$ cat config.mk
export PLATFORM = sky130hd
export DESIGN_NAME = dsvm_div
export DESIGN_NICKNAME = d
export VERILOG_FILES = /design/src/rtl/dsvm_pkg.sv /design/src/rtl/dsvm_div.sv
export SDC_FILE = /design/constraint.sdc
export NUM_CORES = 1
export LEC_CHECK = 0
export BUFFER_PORTS_ARGS = -buffer_cell sky130_fd_sc_hd__buf_2
export CAP_MARGIN = 20
export CORE_MARGIN = 3
export CORE_UTILIZATION = 55
export DETAILED_ROUTE_END_ITERATION = 12
export GPL_TIMING_DRIVEN = 0
export PLACE_DENSITY = 0.8
export SYNTH_ARGS = -nofsm -noshare
export SYNTH_HDL_FRONTEND = slang
export SYNTH_SLANG_ARGS = --single-unit
$ cat constraint.sdc
create_clock -name clock -period 7.1 [get_ports clock]
set_input_delay 1.42 -clock clock [delete_from_list [all_inputs] [get_ports clock]]
set_output_delay 1.42 -clock clock [all_outputs]
set_load 0.05 [all_outputs]
$ cat src/rtl/dsvm_pkg.sv
// Shared types, sizes, opcodes and fault codes of the dual stack VM core.
// No dependencies.
package dsvm_pkg;

   localparam int CELL_BITS    = 32;
   localparam int MEM_WORDS    = 16384;
   localparam int MEM_AW       = $clog2(MEM_WORDS);
   localparam int DS_DEPTH     = 32;
   localparam int DS_AW        = $clog2(DS_DEPTH);
   localparam int RS_DEPTH     = 128;
   localparam int RS_AW        = $clog2(RS_DEPTH);
   localparam int DIV_CNT_BITS = $clog2(CELL_BITS);
   localparam int LAST_OP      = 26;
   localparam int REQ_BITS     = 48;
   localparam int RSP_BITS     = 72;

   typedef logic [CELL_BITS-1:0] cell_type;

   typedef enum logic [4:0] {
      OP_NOP, OP_LIT, OP_DUP, OP_DROP, OP_SWAP, OP_PUSH, OP_POP, OP_JUMP, OP_CALL,
      OP_IF, OP_RET, OP_EQ, OP_NEQ, OP_LT, OP_GT, OP_FETCH, OP_STORE, OP_ADD,
      OP_SUB, OP_MUL, OP_DIVMOD, OP_AND, OP_OR, OP_XOR, OP_SHIFT, OP_ZRET, OP_END
   } opcode_type;

   typedef enum logic [2:0] {
      FLT_NONE, FLT_DATA_UNDER, FLT_DATA_OVER, FLT_RET_UNDER, FLT_RET_OVER,
      FLT_BAD_OP, FLT_DIV_ZERO, FLT_BAD_ADDR
   } fault_type;

   typedef struct packed {
      logic [1:0]  pad;
      logic [31:0] load_value;
      logic [13:0] load_address;
   } req_word_type;

   typedef struct packed {
      logic [4:0]       pad;
      fault_type        fault;
      logic             halted;
      logic [RS_AW-1:0] return_depth;
      logic [DS_AW-1:0] data_depth;
      logic [31:0]      top_value;
      logic [4:0]       executed_opcode;
      logic [13:0]      program_counter;
   } rsp_word_type;

   function automatic logic [1:0] need_cells(input opcode_type op);
      logic [1:0] n;
      case (op) inside
         OP_DUP, OP_DROP, OP_PUSH, OP_JUMP, OP_CALL, OP_FETCH, OP_ZRET: n = 2'd1;
         OP_SWAP, [OP_EQ:OP_GT], [OP_STORE:OP_XOR]:                  n = 2'd2;
         OP_IF:                                                       n = 2'd3;
         default:                                                     n = 2'd0;
      endcase
      return n;
   endfunction

   function automatic logic grows(input opcode_type op);
      return (op == OP_LIT) || (op == OP_DUP) || (op == OP_POP);
   endfunction

   function automatic logic addr_ok(input cell_type v);
      return v < CELL_BITS'(MEM_WORDS);
   endfunction

endpackage

$ cat src/rtl/dsvm_div.sv
// Iterative signed divider giving a truncated quotient and remainder, one bit a cycle.
// Depends on dsvm_pkg.
module dsvm_div (
   input  logic               clock,
   input  logic               reset,
   input  logic               start,
   input  dsvm_pkg::cell_type dividend,
   input  dsvm_pkg::cell_type divisor,
   output logic               done,
   output dsvm_pkg::cell_type quotient,
   output dsvm_pkg::cell_type remainder
);
   import dsvm_pkg::*;

   logic                    busy_ff;
   logic                    done_ff;
   logic [DIV_CNT_BITS-1:0] cnt_ff;
   cell_type                quo_ff;
   cell_type                rem_ff;
   cell_type                div_ff;
   logic                    neg_q_ff;
   logic                    neg_r_ff;
   logic [CELL_BITS:0]      trial_in;

   assign trial_in = {rem_ff, quo_ff[CELL_BITS-1]} - {1'b0, div_ff};

   always_ff @(posedge clock) begin
      if (reset) begin
         busy_ff <= 1'b0;
         done_ff <= 1'b0;
      end else begin
         done_ff <= 1'b0;
         if (start) begin
            busy_ff  <= 1'b1;
            cnt_ff   <= DIV_CNT_BITS'(CELL_BITS - 1);
            quo_ff   <= dividend[CELL_BITS-1] ? -dividend : dividend;
            div_ff   <= divisor[CELL_BITS-1] ? -divisor : divisor;
            rem_ff   <= '0;
            neg_q_ff <= dividend[CELL_BITS-1] ^ divisor[CELL_BITS-1];
            neg_r_ff <= dividend[CELL_BITS-1];
         end else if (busy_ff) begin
            if (trial_in[CELL_BITS]) begin
               rem_ff <= {rem_ff[CELL_BITS-2:0], quo_ff[CELL_BITS-1]};
            end else begin
               rem_ff <= trial_in[CELL_BITS-1:0];
            end
            quo_ff <= {quo_ff[CELL_BITS-2:0], ~trial_in[CELL_BITS]};
            cnt_ff <= cnt_ff - 1'b1;
            if (cnt_ff == '0) begin
               busy_ff <= 1'b0;
               done_ff <= 1'b1;
            end
         end
      end
   end

   assign done      = done_ff;
   assign quotient  = neg_q_ff ? -quo_ff : quo_ff;
   assign remainder = neg_r_ff ? -rem_ff : rem_ff;

endmodule

# Word-level counts from Yosys, hierarchy flattened
# Index checks and enable logic that the tools add are counted.
[word_totals] register_bits=105 latchBits=0 ramBits=0 romBits=0 inputBits=67 output_inout_bits=65 word_cells=37 memories=0
[op_classes] add_sub_neg=6 n_mul=0 n_div=0 order_cmp=0 n_eq_ne=0 n_shift=0 muxes=13 n_bitwise=4 n_reduce_logical=5
[op_table] cell="$mux 32" n=7
[op_table] cell="$neg 32->32" n=4
[op_table] cell="$sub 33x32->33" n=1
[op_table] cell="$mux 31" n=1
[op_table] cell="$logic_not 5->1" n=1
[op_table] cell="$mux 5" n=1
[op_table] cell="$sub 5x1->5 const B" n=1
[op_table] cell="$mux 1" n=4
[op_table] cell="$reduce_and 2->1" n=2
[op_table] cell="$not 1->1" n=3
[op_table] cell="$reduce_or 3->1" n=1
[op_table] cell="$reduce_bool 2->1" n=1
[op_table] cell="$xor 1x1->1" n=1

# Depth between registers and ports, before layout
[logic_depth] depth_word=4 depth_mapped=13 mapped_depth_nobuf=12

# Worst setup path before layout
# No wires, ideal clock.
[synth_path] path_kind="in2reg" startpoint="input start" endpoint="register cnt_ff[0] (enable)" arrival_time_ns=4.934 path_slack_ns=1.670 stages=4 cell_sequence="clkbuf_1 > clkbuf_1 > nor2_1 > nor2_1"
[synth_via] elab_chain_cells=2
[synth_rtl] item="start, declared" line="dsvm_div.sv:6" text="input logic start,"
[synth_rtl] item="$reduce_bool 2->1 (no line)"
[synth_rtl] item="$reduce_and 2->1 (no line)"
[synth_rtl] item="end signal, assigned" line="dsvm_div.sv:35" text="cnt_ff <= DIV_CNT_BITS'(CELL_BITS - 1);"
[synth_rtl] item="end signal, assigned" line="dsvm_div.sv:48" text="cnt_ff <= cnt_ff - 1'b1;"
[synth_rtl] item="end, declared" line="dsvm_div.sv:17" text="logic [DIV_CNT_BITS-1:0] cnt_ff;"
# Every way passes these cells.
# A chain may end at the register's enable or synchronous reset.

# Worst setup path in the final report
[layout_path] startpoint="register rem_ff[9]" endpoint="output remainder[29]"
[layout_via] elab_chain_cells=2
[layout_rtl] item="start, declared" line="dsvm_div.sv:19" text="cell_type rem_ff;"
[layout_rtl] item="start signal, assigned" line="dsvm_div.sv:43" text="rem_ff <= {rem_ff[CELL_BITS-2:0], quo_ff[CELL_BITS-1]};"
[layout_rtl] item="start signal, assigned" line="dsvm_div.sv:45" text="rem_ff <= trial_in[CELL_BITS-1:0];"
[layout_rtl] item="$neg 32->32" line="dsvm_div.sv:59" text="assign remainder = neg_r_ff ? -rem_ff : rem_ff;"
[layout_rtl] item="$mux 32" line="dsvm_div.sv:59"
[layout_rtl] item="end, declared" line="dsvm_div.sv:11" text="output dsvm_pkg::cell_type remainder"
# Every way passes these cells.

==> qor.txt <==
Max Freq: 0.202 GHz
Setup CP Type: register to output port
Die H: 130 µm
Hold Crit Endpoint: done$_SDFF_PP0_
Worst-Margin Slew: 1.07 ns
syn nets: 1024
async set-reset flop share out of synthesis: 0%
fin crit share: 69.8%
slew margin rel.: 27.8%
leak pwr: 3.78 nW
Remaining DRCs: 0
sequential fraction of the synthesis area: 37.3%
hold path depth: 1
Finished Layout Cells: 1251
Clock Tree Root: clkbuf_16
worst r2r path cells: 13
Area contributors post-synth: edfxtp_1 (37%), xnor2_1 (11%), ha_1 (5.5%)
CTS H-tree lvls: 3
Final min period: 4.96 ns
Synth top area share: 36.8%
most frequent CP cell: or3_1
CP peak stage delay: 0.50 ns
CTS Buf Count: 9
area growth from synthesis to layout: 14.5%
die width: 130 µm
hold buffer count at cts: 0
Final Cell Area: 9610 µm²
Ys Warns: 0
total power: 2.24 mW
Worst setup EP type: output port
n_diodes: 0
num rows: 44
NumNets Final: 1167
Placed Cells: 1235
grt ovf: 0
min-delay worst type: register to register
Power Dens Cells: 233 nW/µm²
initial antenna violation count: 0
core footprint: 14800 µm²
reg2reg start: quo_ff[31]$_DFFE_PP_
Top FF cell, synth: edfxtp_1
max-cap violations: 0
RSZ-0062 raised after global routing: no
CTS tree: built
I/O Pins: 132
number of global-route vias before repair: 6724
largest net degree at the start of global routing: 35
clock sink count: 105
Placer Congestion: 0.983
via/cell ratio: 5.90
setup bufs post-CTS: 0
register bit total from synthesis: 105
most common cell in the synthesized netlist: xnor2_1
multi-input logic area: 4960 µm²
Reg-to-Reg End: rem_ff[25]$_SDFFCE_PP0P_
cell taking the most area after synthesis: edfxtp_1
Starting DRT DRC Count: 630
layout cells sized above 1: 16.2%
CP arrival: 3.54 ns
fillers: 1240
die area: 16800 µm²
register area: 3130 µm²
critical path fanouts, max: 5
skew final: 0.00926 ns
hpwl dp: 16.8 mm
fin util: 65.2%
Via Count: 7385
Max Buffers Root-to-Sink: 2
Post-CTS Resized: 0
clock latency on the worst-skew pair: 0.36 ns
outcome: completed
Initial Util: 56.9%
First-pass DRT Iterations: 5
remaining antenna violation count: 0
commonest cells in the netlist: xnor2_1 (105), edfxtp_1 (103), nor2_1 (78)
Avg Synthesized Cell Area: 9.14 µm²
Worst Setup Start Kind: register
Synth Instances: 919
wire length per cell: 17.0 µm
min-delay src: busy_ff$_SDFF_PP0_
cells along the critical path: or3_1, nor4_1, nand2_1, or3_1, or3_1, o31ai_1, xnor2_1, buf_2
CP max-delay cell: edfxtp_1
clock slew at reported path FFs: 0.07 ns
count of pins over their slew limit: 0
Final Hold Viols: 0
setup violators final: 0
Buffers on Ports: 130
maximum VDD drop: 0.000123 V
placed cell area: 9340 µm²
worst path required time: 5.68 ns
Netlist cell types: 58
drt total wl: 21.2 mm
Reg2Reg Setup Slack: 2.97 ns
GRT Total Usage: 25.3%
first-pass GRT wire length: 33.7 mm
Synth Cell Area: 8400 µm²
number of synthesized flops with an enable pin: 103
sequential cells by signal, summed over array words and instances, names as in the netlist:
signal,flops
done,1
div_ff,32
neg_q_ff,1
cnt_ff,5
neg_r_ff,1
busy_ff,1
quo_ff,32
rem_ff,32
cells by family after synthesis:
kind of cell / after synthesis / share of synthesized area [%]
AND/OR/NAND/NOR: 289 / 17.0
multiplexers: 23 / 2.82
AO/OA/AOI/OAI: 234 / 18.0
buffers and inverters: 83 / 3.81
XOR/XNOR: 147 / 15.3
flip-flops: 105 / 37.3
adder cells (fa/ha/maj): 38 / 5.75
where the power goes:
group	internal, mW	switching [mW]
logic	0.320	0.620
registers	0.760	0.0626
clock network	0.242	0.233
total	1.32	0.916
worst max path at each step:
stage                                  from                  endpoint  slack [ns]  cells after the start
floorplan                             start   cnt_ff[0]$_SDFFCE_PP1P_        1.67                      4
global placement                      start  rem_ff[26]$_SDFFCE_PP0P_       -0.04                      4
detailed placement               divisor[6]      div_ff[27]$_DFFE_PP_        2.45                      9
CTS                 rem_ff[9]$_SDFFCE_PP0P_             remainder[29]        2.15                      8
global route        rem_ff[7]$_SDFFCE_PP0P_             remainder[29]        1.83                      8
finish              rem_ff[9]$_SDFFCE_PP0P_             remainder[29]        2.14                      8
cells in the final DEF, fill, tap and decap left out, types with 13 or more instances in the layout:
| cell | netlist | routed |
|---|---|---|
| xnor2_1 | 105 | 105 |
| nand3_1 | 20 | 20 |
| a21o_1 | 14 | 14 |
| o41ai_1 | 16 | 16 |
| ha_1 | 37 | 37 |
| o31ai_1 | 32 | 32 |
| xor2_1 | 42 | 42 |
| mux2i_1 | 18 | 18 |
| or4_1 | 13 | 13 |
| clkbuf_1 | 29 | 29 |
| inv_1 | 48 | 48 |
| edfxtp_1 | 103 | 103 |
| nor2_1 | 78 | 76 |
| nand2b_1 | 20 | 20 |
| nor3_1 | 13 | 13 |
| a21oi_1 | 66 | 66 |
| or3_1 | 25 | 25 |
| nand2_1 | 76 | 76 |
| buf_2 | 1 | 131 |
| o21ai_0 | 58 | 58 |
critical path, delay by kind of cell, from the launching register on:
kind | cells | cell delay, ns
flip-flops | 1 | 0.50
XOR/XNOR | 1 | 0.15
AO/OA/AOI/OAI | 1 | 0.32
AND/OR/NAND/NOR | 5 | 1.95
buffers and inverters | 1 | 0.27
final cells by class:
| type | instances | area share [%] |
|---|---|---|
| timing repair buffer | 132 | 7.18 |
| clock buffer | 9 | 2.34 |
| multi-input combinational | 731 | 51.6 |
| tap | 184 | 2.39 |
| inverter | 48 | 1.87 |
| sequential | 105 | 32.6 |
| buffer | 35 | 1.46 |
| clock inverter | 7 | 0.560 |
per-layer routing:
layer	global-route usage [%]	vias to the layer above	routed length (µm)
li1	-	3651	-
met1	37.4	3419	9740
met2	38.4	287	9280
met3	4.33	28	1900
met4	6.97	0	302
met5	0	-	0
through the flow:
step | TNS, ns | setup WS [ns] | hold WS (ns)
finish | 0 | 2.14 | 0.494
global route | 0 | 1.83 | 0.515
detailed placement | 0 | 2.45 | 0.481
CTS | 0 | 2.15 | 0.497
global placement | -1.88 | -0.0359 | 0.489
floorplan | 0 | 1.67 | 0.454
Note: power is estimated with default switching activity, not from simulation.
