$ cat config.mk
export PLATFORM = sky130hd
export DESIGN_NAME = dsvm_alu
export DESIGN_NICKNAME = d
export VERILOG_FILES = /design/src/rtl/dsvm_pkg.sv /design/src/rtl/dsvm_alu.sv
export SDC_FILE = /design/constraint.sdc
export NUM_CORES = 1
export LEC_CHECK = 0
export BUFFER_PORTS_ARGS = -buffer_cell sky130_fd_sc_hd__buf_2
export CELL_PAD_IN_SITES_DETAIL_PLACEMENT = 1
export CELL_PAD_IN_SITES_GLOBAL_PLACEMENT = 1
export CORE_ASPECT_RATIO = 0.7
export CORE_UTILIZATION = 54
export DETAILED_ROUTE_END_ITERATION = 8
export PLACE_DENSITY_LB_ADDON = 0.1
export SYNTH_ARGS = -nofsm -noshare
export SYNTH_HDL_FRONTEND = slang
export SYNTH_SLANG_ARGS = --single-unit
$ cat constraint.sdc
create_clock -name vclk -period 13.77
set_clock_uncertainty 0.1 [all_clocks]
set_input_delay 1.377 -clock vclk [all_inputs]
set_output_delay 1.377 -clock vclk [all_outputs]
set_load 0.02 [all_outputs]
$ cat src/rtl/dsvm_pkg.sv
// Shared types, sizes, opcodes and fault codes of the dual stack VM core.
// No dependencies.
package dsvm_pkg;

   localparam int CELL_BITS    = 32;
   localparam int MEM_WORDS    = 16384;
   localparam int MEM_AW       = $clog2(MEM_WORDS);
   localparam int DS_DEPTH     = 32;
   localparam int DS_AW        = $clog2(DS_DEPTH);
   localparam int RS_DEPTH     = 128;
   localparam int RS_AW        = $clog2(RS_DEPTH);
   localparam int DIV_CNT_BITS = $clog2(CELL_BITS);
   localparam int LAST_OP      = 26;
   localparam int REQ_BITS     = 48;
   localparam int RSP_BITS     = 72;

   typedef logic [CELL_BITS-1:0] cell_type;

   typedef enum logic [4:0] {
      OP_NOP, OP_LIT, OP_DUP, OP_DROP, OP_SWAP, OP_PUSH, OP_POP, OP_JUMP, OP_CALL,
      OP_IF, OP_RET, OP_EQ, OP_NEQ, OP_LT, OP_GT, OP_FETCH, OP_STORE, OP_ADD,
      OP_SUB, OP_MUL, OP_DIVMOD, OP_AND, OP_OR, OP_XOR, OP_SHIFT, OP_ZRET, OP_END
   } opcode_type;

   typedef enum logic [2:0] {
      FLT_NONE, FLT_DATA_UNDER, FLT_DATA_OVER, FLT_RET_UNDER, FLT_RET_OVER,
      FLT_BAD_OP, FLT_DIV_ZERO, FLT_BAD_ADDR
   } fault_type;

   typedef struct packed {
      logic [1:0]  pad;
      logic [31:0] load_value;
      logic [13:0] load_address;
   } req_word_type;

   typedef struct packed {
      logic [4:0]       pad;
      fault_type        fault;
      logic             halted;
      logic [RS_AW-1:0] return_depth;
      logic [DS_AW-1:0] data_depth;
      logic [31:0]      top_value;
      logic [4:0]       executed_opcode;
      logic [13:0]      program_counter;
   } rsp_word_type;

   function automatic logic [1:0] need_cells(input opcode_type op);
      logic [1:0] n;
      case (op) inside
         OP_DUP, OP_DROP, OP_PUSH, OP_JUMP, OP_CALL, OP_FETCH, OP_ZRET: n = 2'd1;
         OP_SWAP, [OP_EQ:OP_GT], [OP_STORE:OP_XOR]:                  n = 2'd2;
         OP_IF:                                                       n = 2'd3;
         default:                                                     n = 2'd0;
      endcase
      return n;
   endfunction

   function automatic logic grows(input opcode_type op);
      return (op == OP_LIT) || (op == OP_DUP) || (op == OP_POP);
   endfunction

   function automatic logic addr_ok(input cell_type v);
      return v < CELL_BITS'(MEM_WORDS);
   endfunction

endpackage

$ cat src/rtl/dsvm_alu.sv
// Combinational compare, add, subtract, multiply and logic unit of the VM core.
// Depends on dsvm_pkg.
module dsvm_alu (
   input  dsvm_pkg::opcode_type op,
   input  dsvm_pkg::cell_type   n,
   input  dsvm_pkg::cell_type   t,
   output dsvm_pkg::cell_type   result
);
   import dsvm_pkg::*;

   always_comb begin
      case (op)
         OP_EQ:   result = (n == t) ? '1 : '0;
         OP_NEQ:  result = (n != t) ? '1 : '0;
         OP_LT:   result = ($signed(n) < $signed(t)) ? '1 : '0;
         OP_GT:   result = ($signed(t) < $signed(n)) ? '1 : '0;
         OP_ADD:  result = n + t;
         OP_SUB:  result = n - t;
         OP_MUL:  result = n * t;
         OP_AND:  result = n & t;
         OP_OR:   result = n | t;
         OP_XOR:  result = n ^ t;
         default: result = '0;
      endcase
   end

endmodule

-- Word level (Yosys, flattened, before mapping)
Cells that the tools add are included.
- input port bits: 69
- bits in registers: 0
- output and inout port bits: 32
- word-level logic and storage cells: 25
- magnitude comparators: 2
- bitwise logic cells: 3
- $mul: 1
- eq/ne operators: 12
- muxes and demuxes: 5
- add/sub/neg operators: 2
- operators by type and width (cell ; count):
    case mux 32 bit (10 select lines) ; 1
    two-way mux 32 bit ; 4
    less-than comparator 32 bit ; 2
    adder 32 bit ; 1
    AND 32 bit ; 1
    equality test 32 bit ; 1
    multiplier 32 x 32 -> 32 bit ; 1
    != test 32 bit ; 1
    OR 32 bit ; 1
    subtractor 32 bit ; 1
    XOR 32 bit ; 1
    equality test 5 bit, second input constant ; 6
    equality test 5 x 4 -> 1 bit, second input constant ; 4

-- Logic depth before layout (Yosys ltp)
Gate-level depths: netlist (run 1).
- word-level depth: 3
- mapped depth: 30
- depth with buffers taken out: 27

-- Least setup slack after synthesis (run 1)
OpenSTA, ideal clock, no wires.
- path kind: in2out
- start: in t[2]
- end: out result[31]
- arrival: 8425 ps
- path buffers: 3
- setup slack: 3868 ps
- data required time: 12293 ps
- stages: 28
- cell sequence: clkbuf_1 > inv_1 > clkbuf_1 > nor2_1 > fa_1 > inv_1 > fa_1 > fa_1 > fa_1 > inv_1 > fa_1 > inv_1 > fa_1 > inv_1 > fa_1 > fa_1 > ha_1 > clkbuf_1 > a21o_1 > a31o_2 > a41o_1 > a31oi_1 > a31oi_1 > a21o_1 > a21oi_1 > o21ai_0 > xnor2_1 > a211o_1
- cells in the longest elaborated chain, start to end: 3
- elaborated cells on any way between the ends: 12
- those cells by class: add/sub: 2; mul: 1; order compare: 2; eq/ne: 2; mux: 5
- RTL lines (element ; RTL line ; RTL):
    start, declared ; dsvm_alu.sv:6 ; input dsvm_pkg::cell_type t,
    parallel branches: the longest is 2 deep, another holds multiplier 32 x 32 -> 32 bit ; n/a ;
    case mux 32 bit (10 select lines) (*) ; dsvm_alu.sv:12 ; case (op)
    end, declared ; dsvm_alu.sv:7 ; output dsvm_pkg::cell_type result
Every way passes the cells marked *.

-- Final worst setup path (run 1)
- start: in n[6]
- end: out result[31]
- cells in the longest elaborated chain, start to end: 3
- elaborated cells on any way between the ends: 12
- those cells by class: add/sub: 2; mul: 1; order compare: 2; eq/ne: 2; mux: 5
- RTL lines (element ; RTL line ; RTL):
    start, declared ; dsvm_alu.sv:5 ; input dsvm_pkg::cell_type n,
    parallel branches: the longest is 2 deep, another holds multiplier 32 x 32 -> 32 bit ; n/a ;
    case mux 32 bit (10 select lines) (*) ; dsvm_alu.sv:12 ;
Marked as above.

==> summary.txt, run 1 <==
Status
  – Status: finished clean

Worst setup path
  – CP Launch Type: input port
  – CP most frequent cell: fa_1
  – Crit path largest cell delay: 0.72 ns
  – CP max FO: 12
  – Critical path data arrival time: 9.97 ns
  – WS Path Type: in2out
  – Slowest cell on the critical path: clkinv_1
  – CP endpoint kind: output port
  – Worst Path Required: 12.29 ns

Timing
  – RSZ-0062 raised after global routing: no
  – Setup TNS: 0 ns
  – Fmax achieved: 0.08737 GHz
  – Worst-margin pin slew: 1.182 ns
  – Max-slew violation count: 0
  – Minimum clock period: 11.45 ns
  – Final setup vio count: 0
  – Final hold vios: 0
  – Fin worst setup slack: 2.324 ns
  – Worst rel slew slack: 20.77%
  – Fin crit share: 83.12%

Synthesis
  – Syn_nets: 3312
  – Ys Warns: 0
  – Seq/Total Area, Yosys: 0%
  – Netlist cell types: 90
  – Area contributors post-synth: fa_1 (39%), ha_1 (15%), inv_1 (8.4%), nor2_1 (6.8%), nand2_1 (4.8%)
  – Mean Syn Cell Area: 8.092 sq um
  – Share of the synthesized area in the top cell type: 39.28%
  – Area leader, netlist: fa_1
  – Mapped Area: 0.02089 sq mm
  – Post-Synthesis Cells: 2582

Placement
  – Dpl ws: 2.529 ns
  – Dpl cells: 3067
  – Dpl hpwl: 73.93 mm
  – RD Place Congestion: 1.013
  – IO buf count: 101

Final layout
  – Non-filler cells in the finished layout: 3067
  – Seq_cells: 0
  – Commonest non-fill, non-tap cell in the layout: inv_1
  – Nets: 3311
  – Share of cells above drive strength 1: 6.592%
  – Area added between synthesis and finish: 3.761%
  – Final Util: 57.58%
  – Flip-flop and latch area: 0 sq um
  – Clkbuf count: 0
  – Most frequent cells in the layout: inv_1 (465), fa_1 (410), nor2_1 (381)
  – # diodes: 0

Floorplanning
  – Area of the core: 0.03765 sq mm
  – Die ar.: 0.03950 sq mm
  – Num ports: 101
  – FP Rows: 59
  – Die W: 237.1 um
  – Starting density of the core: 55.50%
  – Die span in y: 166.6 um

Worst hold path
  – Hold-critical path depth: 4
  – Hold Path Class: in2out
  – Hold EP: result[0]
  – Startpoint of the worst hold path: op[4]

Routing
  – DRT antenna net count: 0
  – Total Wirelength: 92.13 mm
  – Wire per inst: 30.04 um
  – Pre-Repair DR Iteration Count: 6
  – DRT iter0 DRCs: 2227
  – Via-per-instance ratio: 6.535
  – # DRC: 0
  – Vias post-DR: 20043

GRT
  – All-layer global routing usage: 47.36%
  – First-pass GRT wire length: 138.1 mm
  – Largest net degree at the start of global routing: 36
  – Antenna violations before repair: 1
  – Vias in the first global route: 21758
  – Overall overflow remaining after global route: 0

CTS
  – Post-CTS Resized: 0
  – Post-CTS Setup Bufs: 0
  – Cts hold-fix bufs: 0

Flow run
  – Max-cap violation count: 0
-- synthesized netlist by cell type (4+ instances only) --
cell type  number
o221ai_1        9
a221oi_1       16
nand4_1         7
o211ai_1       15
xnor2_1        76
nand4b_1        4
o21a_1          8
clkinv_1       14
o2111ai_1      10
o21ai_0        59
or4_1           5
nand2b_1       15
inv_1         465
buf_2          21
nand3_1        19
nor2b_1        12
o21bai_1       15
a211oi_1       11
fa_1          410
nand2_1       267
or2_2           5
o22ai_1        31
mux2i_1        29
a221o_1         6
a21oi_1       108
a21o_1         27
a31oi_1        11
xor2_1         23
clkbuf_1       88
inv_2           5
and3_1          4
nor2_1        381
nor3_1         31
nor4_1         11
ha_1          251
or3_1           4
buf_1          18
o31ai_1         9
-- critical path: cells and delay by family --
kind / cells / cell delay, ns
compound gates: 6 / 1.70
xor+xnor: 1 / 0.13
fa+ha+maj: 9 / 4.26
buf+inv: 6 / 1.79
simple gates: 4 / 0.67
-- cell families after synthesis --
group / share of synthesized area, %
buf+inv: 11.30
mux: 1.551
xor+xnor: 4.150
compound gates: 12.82
simple gates: 15.86
fa+ha+maj: 54.31
-- routing by layer --
layer,wire (um),global-route usage [%],up-vias
li1,-,-,8132
met1,36080,63.99,10137
met2,38290,69.27,1430
met3,12280,13.96,344
met4,5481,23.51,0
met5,0,0,-
-- how the worst max path moves through the flow --
stage / from / end / slack, ns / cells past startpoint
2_1_floorplan: t[2] / result[31] / 3.87 / 28
3_3_place_gp: n[6] / result[31] / 2.64 / 26
3_5_place_dp: t[6] / result[31] / 2.53 / 28
4_1_cts: t[6] / result[31] / 2.52 / 28
5_1_grt: n[6] / result[31] / 2.13 / 26
6_report: n[6] / result[31] / 2.32 / 26
-- area by class of cell --
| type | instances | area, sq um |
|---|---|---|
| fillers | 4635 | 15970 |
| multi-input cells | 1967 | 18540 |
| inverters | 484 | 1817 |
| well taps | 488 | 610.6 |
| repair buffers | 128 | 708.2 |
-- metrics by stage --
step	cell area, sq um	hold WS, ns
after CTS	21680	3.203
after global placement	21680	3.188
final	21680	3.203
after floorplan	20890	2.998
after detailed placement	21680	3.204
after global routing	21680	3.238
Power of run 1 is left out: the tool's default activity adds up to more than one toggle a clock period on the data nets, which glitch-free logic cannot reach.
==> run 2, diff against run 1 <==
CORE_UTILIZATION = 45   (was 54)
clock period = 9.5 ns   (was 13.77 ns; I/O delays follow)
==> summary.txt, run 2 (synthesis gave the netlist of run 1 again) <==
Timing
  – Worst rel slew slack: 23.16%
  – Setup TNS: 0 ns
  – Fin worst setup slack: 0.06311 ns
  – Fmax achieved: 0.1060 GHz
  – Final setup vio count: 0
  – Minimum clock period: 9.437 ns
  – Worst-margin pin slew: 1.124 ns
  – Final hold vios: 0
  – Fin crit share: 99.34%
  – Max-slew violation count: 0

Placement
  – Dpl ws: -0.2785 ns
  – IO buf count: 101
  – Dpl hpwl: 80.79 mm
  – Dpl cells: 3306
  – Dpl cell area: 0.02278 sq mm
  – RD Place Congestion: 0.9652

Routing
  – DRT iter0 DRCs: 1947
  – # DRC: 0
  – Total Wirelength: 96.81 mm
  – Via-per-instance ratio: 6.018
  – DRT antenna net count: 0
  – Vias post-DR: 20081
  – Pre-Repair DR Iteration Count: 7
  – Wire per inst: 29.01 um

Worst setup path
  – Worst Path Required: 8.45 ns
  – CP bufs+invs: 5
  – Slowest cell on the critical path: fa_1
  – CP Launch Type: input port
  – CP max FO: 5
  – WS Path Type: in2out
  – Family with the most delay on the worst path: adder cells
  – CP most frequent cell: fa_1
  – Critical path data arrival time: 8.39 ns
  – Crit path largest cell delay: 0.59 ns
  – CP endpoint kind: output port

Worst hold path
  – Hold Path Class: in2out
  – Startpoint of the worst hold path: op[4]
  – Hold EP: result[0]
  – Hold-critical path depth: 4

Final layout
  – Post-Layout Inst Area: 0.02338 sq mm
  – Fillers: 5575
  – Seq_cells: 0
  – # diodes: 0
  – Most frequent cells in the layout: inv_1 (450), fa_1 (403), nor2_1 (365)
  – Clkbuf count: 0
  – Flip-flop and latch area: 0 sq um
  – Nets: 3466
  – Area added between synthesis and finish: 11.92%
  – Non-filler cells in the finished layout: 3337
  – Share of cells above drive strength 1: 14.19%
  – Commonest non-fill, non-tap cell in the layout: inv_1
  – Area of the multi-input gates: 0.01874 sq mm

Status
  – Status: finished clean

GRT
  – Overall overflow remaining after global route: 0
  – First-pass GRT wire length: 141.0 mm
  – Largest net degree at the start of global routing: 36
  – Antenna violations before repair: 0
  – Vias in the first global route: 21531
  – All-layer global routing usage: 40.88%

Floorplanning
  – Starting density of the core: 45.96%
  – FP Rows: 65
  – Die W: 259.5 um
  – Die span in y: 182.3 um
  – Num ports: 101
  – Area of the core: 0.04546 sq mm
  – Die ar.: 0.04731 sq mm

Flow run
  – Max-cap violation count: 0

CTS
  – Cts hold-fix bufs: 0
run 2: cell types whose count changed in the layout (fill, tap and decap cells not counted), sizes merged:
cell	delta
clkinvlp	+18
clkinv	-4
clkbuf	+7
buf	+145
inv	-11
run 2: layout make-up:
cell class	instances	share of cell area, %
inverters	484	8.036
multi-input cells	1967	80.12
well taps	603	3.226
repair buffers	280	8.545
repair inverters	3	0.07491
run 2: how the worst max path moves through the flow:
| stage | from | end | slack, ns | depth (start not counted) |
|---|---|---|---|---|
| 6_report | t[12] | result[31] | 0.06 | 25 |
| 5_1_grt | t[6] | result[29] | -0.05 | 27 |
| 4_1_cts | n[13] | result[31] | 0.02 | 29 |
| 3_5_place_dp | t[5] | result[31] | -0.28 | 27 |
| 3_3_place_gp | t[5] | result[31] | -0.17 | 27 |
| 2_1_floorplan | t[2] | result[31] | 0.45 | 28 |
run 2: what timing repair did:
| item | in CTS | in global routing |
|---|---|---|
| endpoints found under the setup margin | 4 | 9 |
| buffers inserted | 8 | 19 |
| gates cloned | 1 | 3 |
| endpoints found under the hold margin | 0 | 0 |
| resized for setup | 11 | 92 |
| pin swaps | 0 | 26 |
run 2: layer usage:
| metal | vias to the layer above | part of all wire, % | track usage, % | wire, um |
|---|---|---|---|---|
| met2 | 998 | 43 | 62.69 | 41860 |
| met3 | 189 | 10 | 8.736 | 10120 |
| met5 | - | 0 | 0 | 0 |
| li1 | 8440 | - | - | - |
| met4 | 0 | 4.0 | 13.18 | 3859 |
| met1 | 10454 | 42 | 57.30 | 40980 |
run 2: through the flow:
step	hold slack (ns)	utilization [%]
2_1_floorplan	2.144	-
3_3_place_gp	2.335	50.11
3_5_place_dp	2.340	50.11
4_1_cts	2.341	50.31
5_1_grt	2.399	51.44
6_report	2.337	51.44
Power of run 2 is left out for the same reason.
==> run 3, diff against run 2 <==
CORE_ASPECT_RATIO = not set   (was 0.7)
==> summary.txt, run 3 (synthesis gave the netlist of run 1 again) <==
Routing
  – Vias post-DR: 20053
  – # DRC: 0
  – Wire per inst: 28.27 um
  – Total Wirelength: 95.17 mm
  – DRT iter0 DRCs: 1633
  – Via-per-instance ratio: 5.958
  – DRT antenna net count: 0
  – Pre-Repair DR Iteration Count: 5

Worst setup path
  – Worst Path Required: 8.45 ns
  – CP max FO: 8
  – CP Launch Type: input port
  – CP endpoint kind: output port
  – Critical path data arrival time: 8.28 ns
  – Crit path largest cell delay: 0.54 ns
  – WS Path Type: in2out
  – Slowest cell on the critical path: fa_1
  – CP most frequent cell: fa_1

Timing
  – Fmax achieved: 0.1071 GHz
  – Final hold vios: 0
  – Final setup vio count: 0
  – Fin crit share: 98.25%
  – Minimum clock period: 9.333 ns
  – Fin Hold WS: 2.373 ns
  – Worst-margin pin slew: 0.9371 ns
  – Worst rel slew slack: 37.38%
  – Max-slew violation count: 0

Final layout
  – Commonest non-fill, non-tap cell in the layout: inv_1
  – Area of the multi-input gates: 0.01870 sq mm
  – Clkbuf count: 0
  – Seq_cells: 0
  – Share of cells above drive strength 1: 14.40%
  – Area added between synthesis and finish: 12.88%
  – Fillers: 5593
  – Nets: 3496
  – Most frequent cells in the layout: inv_1 (457), fa_1 (406), nor2_1 (372)
  – Flip-flop and latch area: 0 sq um
  – Post-Layout Inst Area: 0.02358 sq mm

Placement
  – RD Place Congestion: 0.9981
  – Dpl cell area: 0.02329 sq mm
  – IO buf count: 101
  – Dpl hpwl: 80.96 mm

GRT
  – Vias in the first global route: 21862
  – All-layer global routing usage: 40.90%
  – First-pass GRT wire length: 141.1 mm
  – Largest net degree at the start of global routing: 35
  – Antenna violations before repair: 2
  – Overall overflow remaining after global route: 0

Floorplanning
  – Area of the core: 0.04558 sq mm
  – Die W: 217.5 um
  – Die ar.: 0.04730 sq mm
  – FP Rows: 78
  – Die span in y: 217.5 um
  – Starting density of the core: 45.84%
  – Num ports: 101

Status
  – Status: finished clean

Flow run
  – Max-cap violation count: 0

CTS
  – Cts hold-fix bufs: 0

Worst hold path
  – Hold Path Class: in2out
  – Startpoint of the worst hold path: op[4]
  – Hold-critical path depth: 4
  – Hold EP: result[0]
==> run 3: cell type report <==
type	instances	share of cell area (%)
timing repair inverter	1	0.03183
tap	600	3.183
inverter	484	7.831
multi-input combinational	1967	79.31
antenna	2	0.02122
timing repair buffer	312	9.624
==> run 3: repair_timing <==
| item | 4_1_cts | 5_1_grt |
|---|---|---|
| hold endpoints to repair | 0 | 0 |
| pin swaps | 0 | 11 |
| setup buffers | 3 | 3 |
| cloned | 0 | 1 |
| gates resized for setup | 11 | 51 |
| endpoints found under the setup margin | 4 | 9 |
==> run 3: through the flow <==
stage	setup slack [ns]	std cells	setup TNS [ns]	util (%)
6_report	0.1665	3366	0	51.75
5_1_grt	-0.007105	3365	-0.007105	51.74
4_1_cts	0.0001208	3360	0	51.24
3_5_place_dp	-0.1073	3357	-0.2163	51.11
3_3_place_gp	-0.05935	3357	-0.08566	51.11
2_1_floorplan	0.4519	2582	0	-
==> run 3: per-layer routing <==
layer / global-route usage (%) / up-vias / share of wire (%)
met3: 4.965 / 257 / 7.6
met1: 53.19 / 10386 / 40
met5: 0 / - / 0.011
met4: 22.30 / 2 / 6.7
met2: 66.27 / 909 / 46
li1: - / 8499 / -
==> run 3: worst max-delay path by stage <==
| stage | from | end | cells past startpoint |
|---|---|---|---|
| 2_1_floorplan | t[2] | result[31] | 28 |
| 3_3_place_gp | n[6] | result[24] | 28 |
| 3_5_place_dp | n[6] | result[24] | 28 |
| 4_1_cts | t[3] | result[29] | 27 |
| 5_1_grt | t[12] | result[29] | 27 |
| 6_report | t[7] | result[22] | 30 |
==> run 3: worst max-delay path: cells and delay by family <==
family                   cells  cell delay (ns)
adder cells (fa/ha/maj)      9             3.84
buffers and inverters       10             1.51
AO/OA/AOI/OAI                6             1.13
AND/OR/NAND/NOR              4             0.72
XOR/XNOR                     1             0.10
Power of run 3 is left out for the same reason.
